--- src/rtl/core/ards_pkg.sv ---
package ards_pkg;

  localparam int LEVEL_W     = 16;
  localparam int ELAPSED_W   = 16;
  localparam int TAU_W       = 16;
  localparam int FRAC_BITS   = 15;
  localparam int FULL_SCALE  = 32768;
  localparam int SNAP_LSB    = 16;
  localparam int MAX_STEP_MS = 100;

  localparam int DT_W       = $clog2(MAX_STEP_MS + 1);
  localparam int DIV_W      = TAU_W + 1;
  localparam int REM_W      = DIV_W + 1;
  localparam int CNT_W      = $clog2(FRAC_BITS + 1);
  localparam int PROD_W     = LEVEL_W + FRAC_BITS;
  localparam int CFG_IDX_W  = 8;
  localparam int CFG_DATA_W = 16;

  typedef enum logic [CFG_IDX_W-1:0] {
    REG_ATTACK_MS  = 8'd0,
    REG_RELEASE_MS = 8'd1
  } reg_idx_t;

  typedef enum logic [1:0] {
    ST_IDLE,
    ST_DIV,
    ST_MUL,
    ST_FIN
  } state_t;

  typedef struct packed {
    logic [TAU_W-1:0] attack_ms;
    logic [TAU_W-1:0] release_ms;
  } cfg_regs_t;

  typedef struct packed {
    logic busy;
    logic done;
  } div_stat_t;

endpackage

--- src/rtl/core/ards_if.sv ---
interface ards_item_if;
  logic                           valid;
  logic                           ready;
  logic [ards_pkg::LEVEL_W-1:0]   target_level;
  logic [ards_pkg::ELAPSED_W-1:0] elapsed_ms;

  modport source(output valid, target_level, elapsed_ms, input ready);
  modport sink(input valid, target_level, elapsed_ms, output ready);
endinterface

interface ards_result_if;
  logic                         valid;
  logic                         ready;
  logic [ards_pkg::LEVEL_W-1:0] level;
  logic                         settled;

  modport source(output valid, level, settled, input ready);
  modport sink(input valid, level, settled, output ready);
endinterface

interface ards_cfg_if;
  logic                            valid;
  logic                            ready;
  logic [ards_pkg::CFG_IDX_W-1:0]  index;
  logic [ards_pkg::CFG_DATA_W-1:0] data;

  modport source(output valid, index, data, input ready);
  modport sink(input valid, index, data, output ready);
endinterface

--- src/rtl/core/ards_cfg_regs.sv ---
module ards_cfg_regs (
  input  logic                clk,
  input  logic                rst,
  ards_cfg_if.sink            cfg,
  output ards_pkg::cfg_regs_t regs
);

  assign cfg.ready = !rst;

  always_ff @(posedge clk) begin
    if (rst) begin
      regs <= '0;
    end else if (cfg.valid && cfg.ready) begin
      // Writes to unknown indexes are dropped.
      if (cfg.index == ards_pkg::REG_ATTACK_MS) begin
        regs.attack_ms <= cfg.data[ards_pkg::TAU_W-1:0];
      end else if (cfg.index == ards_pkg::REG_RELEASE_MS) begin
        regs.release_ms <= cfg.data[ards_pkg::TAU_W-1:0];
      end
    end
  end

endmodule

--- src/rtl/core/ards_div.sv ---
module ards_div (
  input  logic                          clk,
  input  logic                          rst,
  input  logic                          start,
  input  logic [ards_pkg::DT_W-1:0]     dt,
  input  logic [ards_pkg::DIV_W-1:0]    divisor,
  output ards_pkg::div_stat_t           stat,
  output logic [ards_pkg::FRAC_BITS-1:0] quotient
);

  logic [ards_pkg::CNT_W-1:0]  count;
  logic [ards_pkg::REM_W-1:0]  rem;
  logic [ards_pkg::DIV_W-1:0]  div_reg;
  logic [ards_pkg::REM_W-1:0]  shifted;
  logic                        take;
  logic                        done;

  // Restoring division of (dt << FRAC_BITS) by divisor, one quotient bit per
  // cycle. The remainder starts at dt, which is always below the divisor.
  assign shifted = {rem[ards_pkg::REM_W-2:0], 1'b0};
  assign take    = (shifted >= {1'b0, div_reg});

  always_ff @(posedge clk) begin
    if (rst) begin
      count <= '0;
      done  <= 1'b0;
    end else if (start) begin
      count <= ards_pkg::CNT_W'(ards_pkg::FRAC_BITS);
      done  <= 1'b0;
    end else if (count != '0) begin
      count <= count - 1'b1;
      done  <= (count == ards_pkg::CNT_W'(1));
    end
  end

  always_ff @(posedge clk) begin
    if (start) begin
      rem      <= ards_pkg::REM_W'(dt);
      div_reg  <= divisor;
      quotient <= '0;
    end else if (count != '0) begin
      rem      <= take ? (shifted - {1'b0, div_reg}) : shifted;
      quotient <= {quotient[ards_pkg::FRAC_BITS-2:0], take};
    end
  end

  assign stat = '{busy: (count != '0), done: done};

endmodule

--- src/rtl/core/attack_release_dimming_slew.sv ---
// Attack/release brightness smoother. Each request carries a target level in
// unsigned Q1.15 and the milliseconds since the previous request; the block
// moves its stored level toward the target by dt/(tau+dt), with tau taken
// from attack_ms when the target is at or above the level and release_ms
// otherwise, and returns one result per request. A request with a nonzero
// time constant passes from acceptance to the result register in order: the
// serial divider produces one bit of alpha per cycle, the sequencer sees the
// divider finish, then the multiply (ST_MUL) and the final update (ST_FIN).
// With a zero time constant the request goes straight to the final update.
// The final update waits for as long as an earlier result is still held and
// not taken. Input ready is low while a request is in work and during reset,
// and the next request can be accepted as soon as the result is latched, even
// if it has not been taken yet.
module attack_release_dimming_slew (
  input  logic       clk,
  input  logic       rst,
  ards_item_if.sink  item,
  ards_result_if.source result,
  ards_cfg_if.sink   cfg
);

  ards_pkg::state_t    state;
  ards_pkg::state_t    state_next;
  ards_pkg::cfg_regs_t regs;
  ards_pkg::div_stat_t div_stat;

  logic [ards_pkg::LEVEL_W-1:0]   current_level;
  logic [ards_pkg::LEVEL_W-1:0]   target_r;
  logic [ards_pkg::LEVEL_W-1:0]   mag_r;
  logic                           neg_r;
  logic                           zero_tau_r;
  logic [ards_pkg::PROD_W-1:0]    prod_r;
  logic [ards_pkg::FRAC_BITS-1:0] alpha;

  logic                           accept;
  logic                           div_start;
  logic                           load_out;
  logic                           out_free;
  logic                           rising;
  logic [ards_pkg::TAU_W-1:0]     tau;
  logic [ards_pkg::DT_W-1:0]      dt;
  logic [ards_pkg::DIV_W-1:0]     divisor;

  logic [ards_pkg::LEVEL_W-1:0]   move;
  logic [ards_pkg::LEVEL_W-1:0]   moved;
  logic [ards_pkg::LEVEL_W-1:0]   raw_next;
  logic [ards_pkg::LEVEL_W-1:0]   level_next;
  logic                           snap;

  ards_cfg_regs u_cfg (
    .clk  (clk),
    .rst  (rst),
    .cfg  (cfg),
    .regs (regs)
  );

  ards_div u_div (
    .clk      (clk),
    .rst      (rst),
    .start    (div_start),
    .dt       (dt),
    .divisor  (divisor),
    .stat     (div_stat),
    .quotient (alpha)
  );

  assign accept   = item.valid && item.ready;
  assign out_free = !result.valid || result.ready;
  assign rising   = (item.target_level >= current_level);
  assign tau      = rising ? regs.attack_ms : regs.release_ms;
  assign dt       = (item.elapsed_ms > ards_pkg::ELAPSED_W'(ards_pkg::MAX_STEP_MS)) ?
                    ards_pkg::DT_W'(ards_pkg::MAX_STEP_MS) :
                    item.elapsed_ms[ards_pkg::DT_W-1:0];
  assign divisor  = ards_pkg::DIV_W'(tau) + ards_pkg::DIV_W'(dt);

  always_comb begin
    state_next = state;
    unique case (state)
      ards_pkg::ST_IDLE: begin
        if (accept) begin
          state_next = (tau == '0) ? ards_pkg::ST_FIN : ards_pkg::ST_DIV;
        end
      end
      ards_pkg::ST_DIV: begin
        if (div_stat.done && !div_stat.busy) begin
          state_next = ards_pkg::ST_MUL;
        end
      end
      ards_pkg::ST_MUL: state_next = ards_pkg::ST_FIN;
      ards_pkg::ST_FIN: begin
        if (out_free) begin
          state_next = ards_pkg::ST_IDLE;
        end
      end
      default: state_next = ards_pkg::ST_IDLE;
    endcase
  end

  always_comb begin
    item.ready = (state == ards_pkg::ST_IDLE) && !rst;
    div_start  = (state == ards_pkg::ST_IDLE) && accept && (tau != '0);
    load_out   = (state == ards_pkg::ST_FIN) && out_free;
  end

  always_ff @(posedge clk) begin
    if (rst) begin
      state <= ards_pkg::ST_IDLE;
    end else begin
      state <= state_next;
    end
  end

  always_ff @(posedge clk) begin
    if (accept) begin
      target_r   <= item.target_level;
      neg_r      <= !rising;
      zero_tau_r <= (tau == '0);
      mag_r      <= rising ? (item.target_level - current_level)
                           : (current_level - item.target_level);
    end
    if (state == ards_pkg::ST_MUL) begin
      prod_r <= ards_pkg::PROD_W'(mag_r) * ards_pkg::PROD_W'(alpha);
    end
  end

  // The move never exceeds the gap, so neither direction can wrap, and the
  // remaining gap is simply the magnitude minus the move.
  assign move     = prod_r[ards_pkg::PROD_W-1:ards_pkg::FRAC_BITS];
  assign moved    = neg_r ? (current_level - move) : (current_level + move);
  assign snap     = ((mag_r - move) < ards_pkg::LEVEL_W'(ards_pkg::SNAP_LSB));
  assign raw_next = (zero_tau_r || snap) ? target_r : moved;
  assign level_next = (raw_next > ards_pkg::LEVEL_W'(ards_pkg::FULL_SCALE)) ?
                      ards_pkg::LEVEL_W'(ards_pkg::FULL_SCALE) : raw_next;

  always_ff @(posedge clk) begin
    if (rst) begin
      current_level <= '0;
      result.valid  <= 1'b0;
    end else begin
      if (load_out) begin
        current_level <= level_next;
        result.valid  <= 1'b1;
      end else if (result.ready) begin
        result.valid  <= 1'b0;
      end
    end
  end

  always_ff @(posedge clk) begin
    if (load_out) begin
      result.level   <= level_next;
      result.settled <= (level_next == target_r);
    end
  end

endmodule

--- src/flat_wrapper.sv ---
// flat-port wrapper written by rule: the top's interface ports become plain ports
module attack_release_dimming_slew_flat 
  (clk, rst, item_valid, item_target_level, item_elapsed_ms, item_ready, result_valid, result_level, result_settled, result_ready, cfg_valid, cfg_index, cfg_data, cfg_ready);
  ards_item_if item_i ();
  ards_result_if result_i ();
  ards_cfg_if cfg_i ();
  input  logic clk;
  input  logic rst;
  input wire logic [$bits(item_i.valid)-1:0] item_valid;
  input wire logic [$bits(item_i.target_level)-1:0] item_target_level;
  input wire logic [$bits(item_i.elapsed_ms)-1:0] item_elapsed_ms;
  output wire logic [$bits(item_i.ready)-1:0] item_ready;
  output wire logic [$bits(result_i.valid)-1:0] result_valid;
  output wire logic [$bits(result_i.level)-1:0] result_level;
  output wire logic [$bits(result_i.settled)-1:0] result_settled;
  input wire logic [$bits(result_i.ready)-1:0] result_ready;
  input wire logic [$bits(cfg_i.valid)-1:0] cfg_valid;
  input wire logic [$bits(cfg_i.index)-1:0] cfg_index;
  input wire logic [$bits(cfg_i.data)-1:0] cfg_data;
  output wire logic [$bits(cfg_i.ready)-1:0] cfg_ready;
  assign item_i.valid = item_valid;
  assign item_i.target_level = item_target_level;
  assign item_i.elapsed_ms = item_elapsed_ms;
  assign item_ready = item_i.ready;
  assign result_valid = result_i.valid;
  assign result_level = result_i.level;
  assign result_settled = result_i.settled;
  assign result_i.ready = result_ready;
  assign cfg_i.valid = cfg_valid;
  assign cfg_i.index = cfg_index;
  assign cfg_i.data = cfg_data;
  assign cfg_ready = cfg_i.ready;
  attack_release_dimming_slew u_core (.clk(clk), .rst(rst), .item(item_i), .result(result_i), .cfg(cfg_i));
endmodule
--- config.mk ---
export PLATFORM = sky130hd
export DESIGN_NAME = attack_release_dimming_slew_flat
export DESIGN_NICKNAME = d
export VERILOG_FILES = /design/src/rtl/core/ards_pkg.sv /design/src/rtl/core/ards_if.sv /design/src/rtl/core/ards_cfg_regs.sv /design/src/rtl/core/ards_div.sv /design/src/rtl/core/attack_release_dimming_slew.sv /design/src/flat_wrapper.sv
export SDC_FILE = /design/constraint.sdc
export NUM_CORES = 1
export LEC_CHECK = 0
export ABC_AREA = 1
export BUFFER_PORTS_ARGS = -buffer_cell sky130_fd_sc_hd__buf_2
export CAP_MARGIN = 20
export CORE_MARGIN = 8
export CORE_UTILIZATION = 70
export CTS_BUF_LIST = sky130_fd_sc_hd__clkbuf_8
export CTS_CLUSTER_DIAMETER = 200
export DETAILED_ROUTE_END_ITERATION = 8
export MAX_ROUTING_LAYER = met4
export PLACE_DENSITY = 0.89
export SLEW_MARGIN = 20
export SYNTH_ARGS = -nofsm -noshare
export SYNTH_HDL_FRONTEND = slang
export SYNTH_SLANG_ARGS = --single-unit
--- constraint.sdc ---
create_clock -name clk -period 14 [get_ports clk]
set_clock_uncertainty 0.15 [all_clocks]
set_input_delay 1.4 -clock clk [delete_from_list [all_inputs] [get_ports clk]]
set_output_delay 1.4 -clock clk [all_outputs]
set_load 0.01 [all_outputs]
* Yosys cells after proc, flatten, opt, wreduce, memory -nomap -nowiden *
Cells that the tools add are included.

operators by class
  $mul = 1
  order comparisons = 5
  multiplexer cells = 18
  add/sub/neg operators = 8
  reduce and logical (&&, ||, !) cells = 24
  equality and inequality tests = 9
  shifts and indexed selects = 0
  div/mod/pow operators = 0
  bitwise logic cells = 1

operators with widths
  operator              number
  $mux 16               5
  $sub 16x16->16        4
  $mul 16x15->31        1
  $mux 7                3
  $ge 18x17->1          1
  $add 16x7->17         1
  $mux 17               1
  $sub 17x17->17        1
  $add 16x16->16        1
  $eq 16x16->1          1
  $ge 16x16->1          1
  $gt 16x16->1 const B  1
  $gt 16x7->1 const B   1
  $logic_not 16->1      1
  $lt 16x5->1 const B   1
  $reduce_bool 16->1    1
  $eq 8x1->1 const B    1
  $logic_not 8->1       1
  $mux 2                4
  $mux 4                2
  $pmux 2 s4            1
  $logic_and 1x1->1     7
  $ne 2x1->1 const B    3
  $reduce_and 3->1      2
  13 further kinds      20

word-level totals
  word-level logic and storage cells = 84
  memories kept = 0
  register bits = 187
  bits in read-only memories = 0
  bits in writable memories = 0
  output and inout bits = 20
  latch bits = 0

* Longest topological paths before layout *
  depth after elaboration = 7
  depth in mapped cells = 35
  mapped depth without buffers = 34

* Cells and area by module *
From an unflattened synthesis, not the netlist that was laid out.

unflattened totals
  cell total of the unflattened synthesis = 2709
  area, all modules = 20199.4 µm²

modules (own cells, without submodules)
  module                       instances  cells each  area each (µm²)
  attack_release_dimming_slew  1          2073        15438.6
  ards_div                     1          432         3274.4
  ards_cfg_regs                1          204         1486.4

* Worst setup path after synthesis *
No wires, ideal clock.

  path kind = register to register
  from = reg u_core.u_div.quotient[14] (netlist bit)
  to = reg u_core.prod_r[28] (netlist bit), data pin
  cell stages (with the launch flop) = 24
  data required time = 13585 ps
  library setup time = 265 ps
  path slack = 7372 ps
  data arrival time = 6212 ps
  path through = dfxtp_1 clkbuf_1 clkbuf_1 nand2_1 fa_1 fa_1 inv_1 fa_1 fa_1 fa_1 inv_1 fa_1 inv_1 ha_1 nand2_1 or4_1 o21ai_1 a21oi_1 o21ai_1 nand3_1 a31oi_1 a21boi_1 o21ai_0 xor2_1

on the way
  cells in the longest elaborated chain, start to end = 1

ends and longest elaborated chain
  item                    RTL line                            RTL
  start, declared         ards_div.sv:8                       output logic [ards_pkg::FRAC_BITS-1:0] quotient
  start signal, assigned  ards_div.sv:43                      quotient <= {quotient[ards_pkg::FRAC_BITS-2:0], take};
  $mul 16x15->31          attack_release_dimming_slew.sv:122  prod_r <= ards_pkg::PROD_W'(mag_r) * ards_pkg::PROD_W'(alpha);
  end signal, assigned    attack_release_dimming_slew.sv:122
  end, declared           attack_release_dimming_slew.sv:32   logic [ards_pkg::PROD_W-1:0] prod_r;

Every way passes these cells.
A chain may end at the register's enable or synchronous reset.

* Worst setup path after layout *
  from = reg u_core.mag_r[7] (netlist bit)
  to = reg u_core.prod_r[30] (netlist bit), data pin

on the way
  cells in the longest elaborated chain, start to end = 1

ends and longest elaborated chain
  item                    RTL line                            RTL
  start, declared         attack_release_dimming_slew.sv:29   logic [ards_pkg::LEVEL_W-1:0] mag_r;
  start signal, assigned  attack_release_dimming_slew.sv:118  mag_r <= rising ? (item.target_level - current_level)
  $mul 16x15->31          attack_release_dimming_slew.sv:122

Every way passes these cells.

==> flow_summary_export.csv <==
group,metric,value,unit
worst_hold_path,whs_path_depth,2,
logic_synthesis,synth_mux_area_share,0.0515,%
global_routing,grt_max_degree,39,
global_routing,grt_usage,30.7,%
floorplan,die_area,33300,sq um
logic_synthesis,synth-compound-area-share,10.2,%
global_routing,grt_pass1_wl,80.7,mm
logic_synthesis,netlist_top_cells_area,"fa_1 (19%), edfxtp_1 (14%), nand2_1 (12%)",
worst_setup_path,slowest_stage,"edfxtp_1",
global_routing,grt_pass1_vias,17013,
layout,largest_register_ffs,32,
layout,n_antenna_cell,0,
timing,max_slew_margin,36.1,%
drt,drc_errors,0,
drt,wl,48.5,mm
placement,io_buffer_count,80,
timing,rsz0062_at_grt,"no",
drt,drtIter0Drc,1496,
worst_setup_path,cpLargestDelayFamily,"adder cells",
cts,cts_buffers,17,
logic_synthesis,synth_async_sr_flop_share,0,%
logic_synthesis,synthSimpleGateAreaFrac,19.1,%
logic_synthesis,ys_ff_latch,172,
timing,fin_crit,7.35,ns
cts,cts_tree,"yes",
timing,period_share,52.5,%
cts,path_clk_slew,0.11,ns
worst_setup_path,reg2reg_depth,21,
logic_synthesis,synth_edf_count,91,
placement,dp_slack,6.73,ns
placement,dp.cells,2926,
global_routing,antenna_found_initial,0,
logic_synthesis,synthFlopType,"edfxtp_1",
layout,drive_gt1_share,6.74,%
worst_setup_path,worstSetupPathDepth,21,
worst_setup_path,critPathCaptureType,"register",
floorplan,die_w,183,microns
worst_setup_path,path_cells,"nand2_1, fa_1, fa_1, inv_1, fa_1, fa_1, fa_1, inv_1, fa_1, inv_1, ha_1, nand2_1, or4_1, o21ai_1, a21oi_1, o21ai_1, nand3_1, a31oi_1, a21boi_1, o21ai_0, xnor2_1",
floorplan,ioPinCount,81,
layout,multi_input_area,12500,sq um
logic_synthesis,synth_top_area_cell,"fa_1",
layout,num-nets-final,2997,
cts,ctsResizeCount,0,
logic_synthesis,synthAdderAreaFrac,30.9,%
job,maxCapViolCount,0,
layout,syn2layout_area_growth,5.18,%
logic_synthesis,synth_fp_nets,2976,
timing,setup_viol,0,
logic_synthesis,syn_inst,2546,
drt,final_antenna_net_count,0,
layout,seq_area,4350,sq um
timing,worst_pin_slew,0.959,ns
global_routing,grt_overflow,0,
timing,finalHoldViolations,0,
layout,nFillCells,2019,
worst_setup_path,start_kind,"register",
worst_setup_path,cp.arrival,7.43,ns
logic_synthesis,ys_seq_area_share,22.4,%
timing,worst_slack,6.65,ns
timing,setup_tns,0,ns
logic_synthesis,syn_area_per_cell,7.63,sq um
cts,worstSkewPairLatency,0.48,ns
logic_synthesis,yosysTopAreaCellShare,19.0,%
worst_hold_path,hold_path_class,"register to register",
logic_synthesis,synth-xor-area-share,4.10,%
timing,timing.fmax,136,MHz
logic_synthesis,synth_cell_types,59,
worst_setup_path,worst-path-buf-inv,3,
drt,vias,16650,
floorplan,fp.coreArea,27600,sq um
floorplan,start_util,70.5,%
cts,cts-root-buf,"clkbuf_8",
logic_synthesis,yosysWarnings,0,
floorplan,row_count,61,
cts,post-cts-setup-buffers,0,
worst_setup_path,max_stage_delay,0.81,ns
timing,slew_viol_final,0,
status,outcome,"complete, no violations",
logic_synthesis,syn-cell-area,19400,sq um
layout,stdcell_count,2958,
drt,routed_via_density,5.63,
worst_setup_path,critical_path_required,14.09,ns
worst_setup_path,critPathKind,"register to register",
drt,firstDrtPassIters,8,
floorplan,die_h,183,microns
cts,hold_buffers,0,
drt,routedWlPerCell,16.4,microns
placement,dpl.hpwl,38.7,mm
worst_setup_path,cp_max_fo,16,
cts,cts_num_sinks,172,
worst_setup_path,cpMostUsedCell,"fa_1",
cts,htree_levels,4,
placement,gp_congestion,0.994,
cts,clockBufferDepth,2,
logic_synthesis,synth_top_family_by_area,"adder cells",
final cells by class:
| cell class | count | share of cell area, % |
|---|---|---|
| flip-flops and latches | 172 | 21.3 |
| clock buffers | 19 | 1.28 |
| inverters | 591 | 10.9 |
| multi-input cells | 1698 | 61.2 |
| well taps | 378 | 2.31 |
| clock inverters | 13 | 0.833 |
| repair buffers | 87 | 2.22 |
path summary, 6_finish.rpt:
kind / slack, ns / endpoint / from
hold reg to reg: 0.34 / u_core.u_div.rem[14] / u_core.u_div.rem[13]
setup reg to reg: 6.65 / u_core.prod_r[30] / u_core.mag_r[7]
hold / removal: 0.34 / u_core.u_div.rem[14] / u_core.u_div.rem[13]
setup / recovery: 6.65 / u_core.prod_r[30] / u_core.mag_r[7]
per-layer routing:
| metal | track usage (%) | share of wire, % | routed length (microns) |
|---|---|---|---|
| met1 | 36.6 | 40 | 19400 |
| met2 | 51.7 | 50 | 24000 |
| met3 | 4.51 | 6.8 | 3280 |
| met4 | 12.4 | 3.5 | 1710 |
| met5 | - | 0 | 0 |
tightest hold or removal path, cell delays in order, from the launching register on:
cell,delay [ns]
dfxtp_1,0.34
nand2_1,0.06
a21oi_1,0.05
metrics by stage:
step / area [sq um] / utilization, % / hold slack, ns
after floorplan: 19400 / - / 0.303
after global placement: 20000 / 72.6 / 0.319
after detailed placement: 20000 / 72.6 / 0.320
after CTS: 20400 / 74.2 / 0.336
after global routing: 20400 / 74.2 / 0.361
final: 20400 / 74.2 / 0.336
cell usage in the layout (no fill, tap or decap), types with 5 or more instances in the layout:
master	count
nand2_1	629
inv_1	574
ha_1	185
fa_1	184
a21oi_1	157
nor2_1	106
o21ai_0	94
edfxtp_1	91
dfxtp_1	81
buf_2	80
nand3_1	67
xor2_1	65
xnor2_1	26
a211oi_1	23
clkbuf_8	19
nor3_1	17
inv_2	14
o211ai_1	13
nand4_1	10
nand2_2	10
nand3_2	7
buf_4	7
a21o_1	6
nor4_1	6
nand3b_1	6
o21bai_1	6
o31ai_1	6
or2_2	5
nor2_2	5
a31oi_1	5
o22ai_1	5
cells in the mapped netlist (all sizes together) (2+ instances only):
library cell and number:
a2111oi 3, a211oi 23, a21boi 5, a21o 6, a21oi 159, a221oi 3
a31oi 5, a32oi 2, and2 3, and3 2, buf 12, clkbuf 73
clkinv 3, dfxtp 81, edfxtp 91, fa 184, ha 185, inv 588
nand2 643, nand3 75, nand3b 6, nand4 10, nor2 112, nor3 20
nor3b 3, nor4 6, o211ai 13, o21a 3, o21ai 99, o21bai 6
o221ai 3, o22ai 5, o311ai 3, o31ai 6, or2 6, or4 4
xnor2 26, xor2 65
kinds of logic after synthesis:
kind of cell    count (synthesis)
compound gates                347
simple gates                  890
buf+inv                       676
flops                         172
xor+xnor                       91
mux                             1
fa+ha+maj                     369
Power is not shown: default switching activity piles up to over one toggle a cycle in this logic, so the estimate is an artifact.
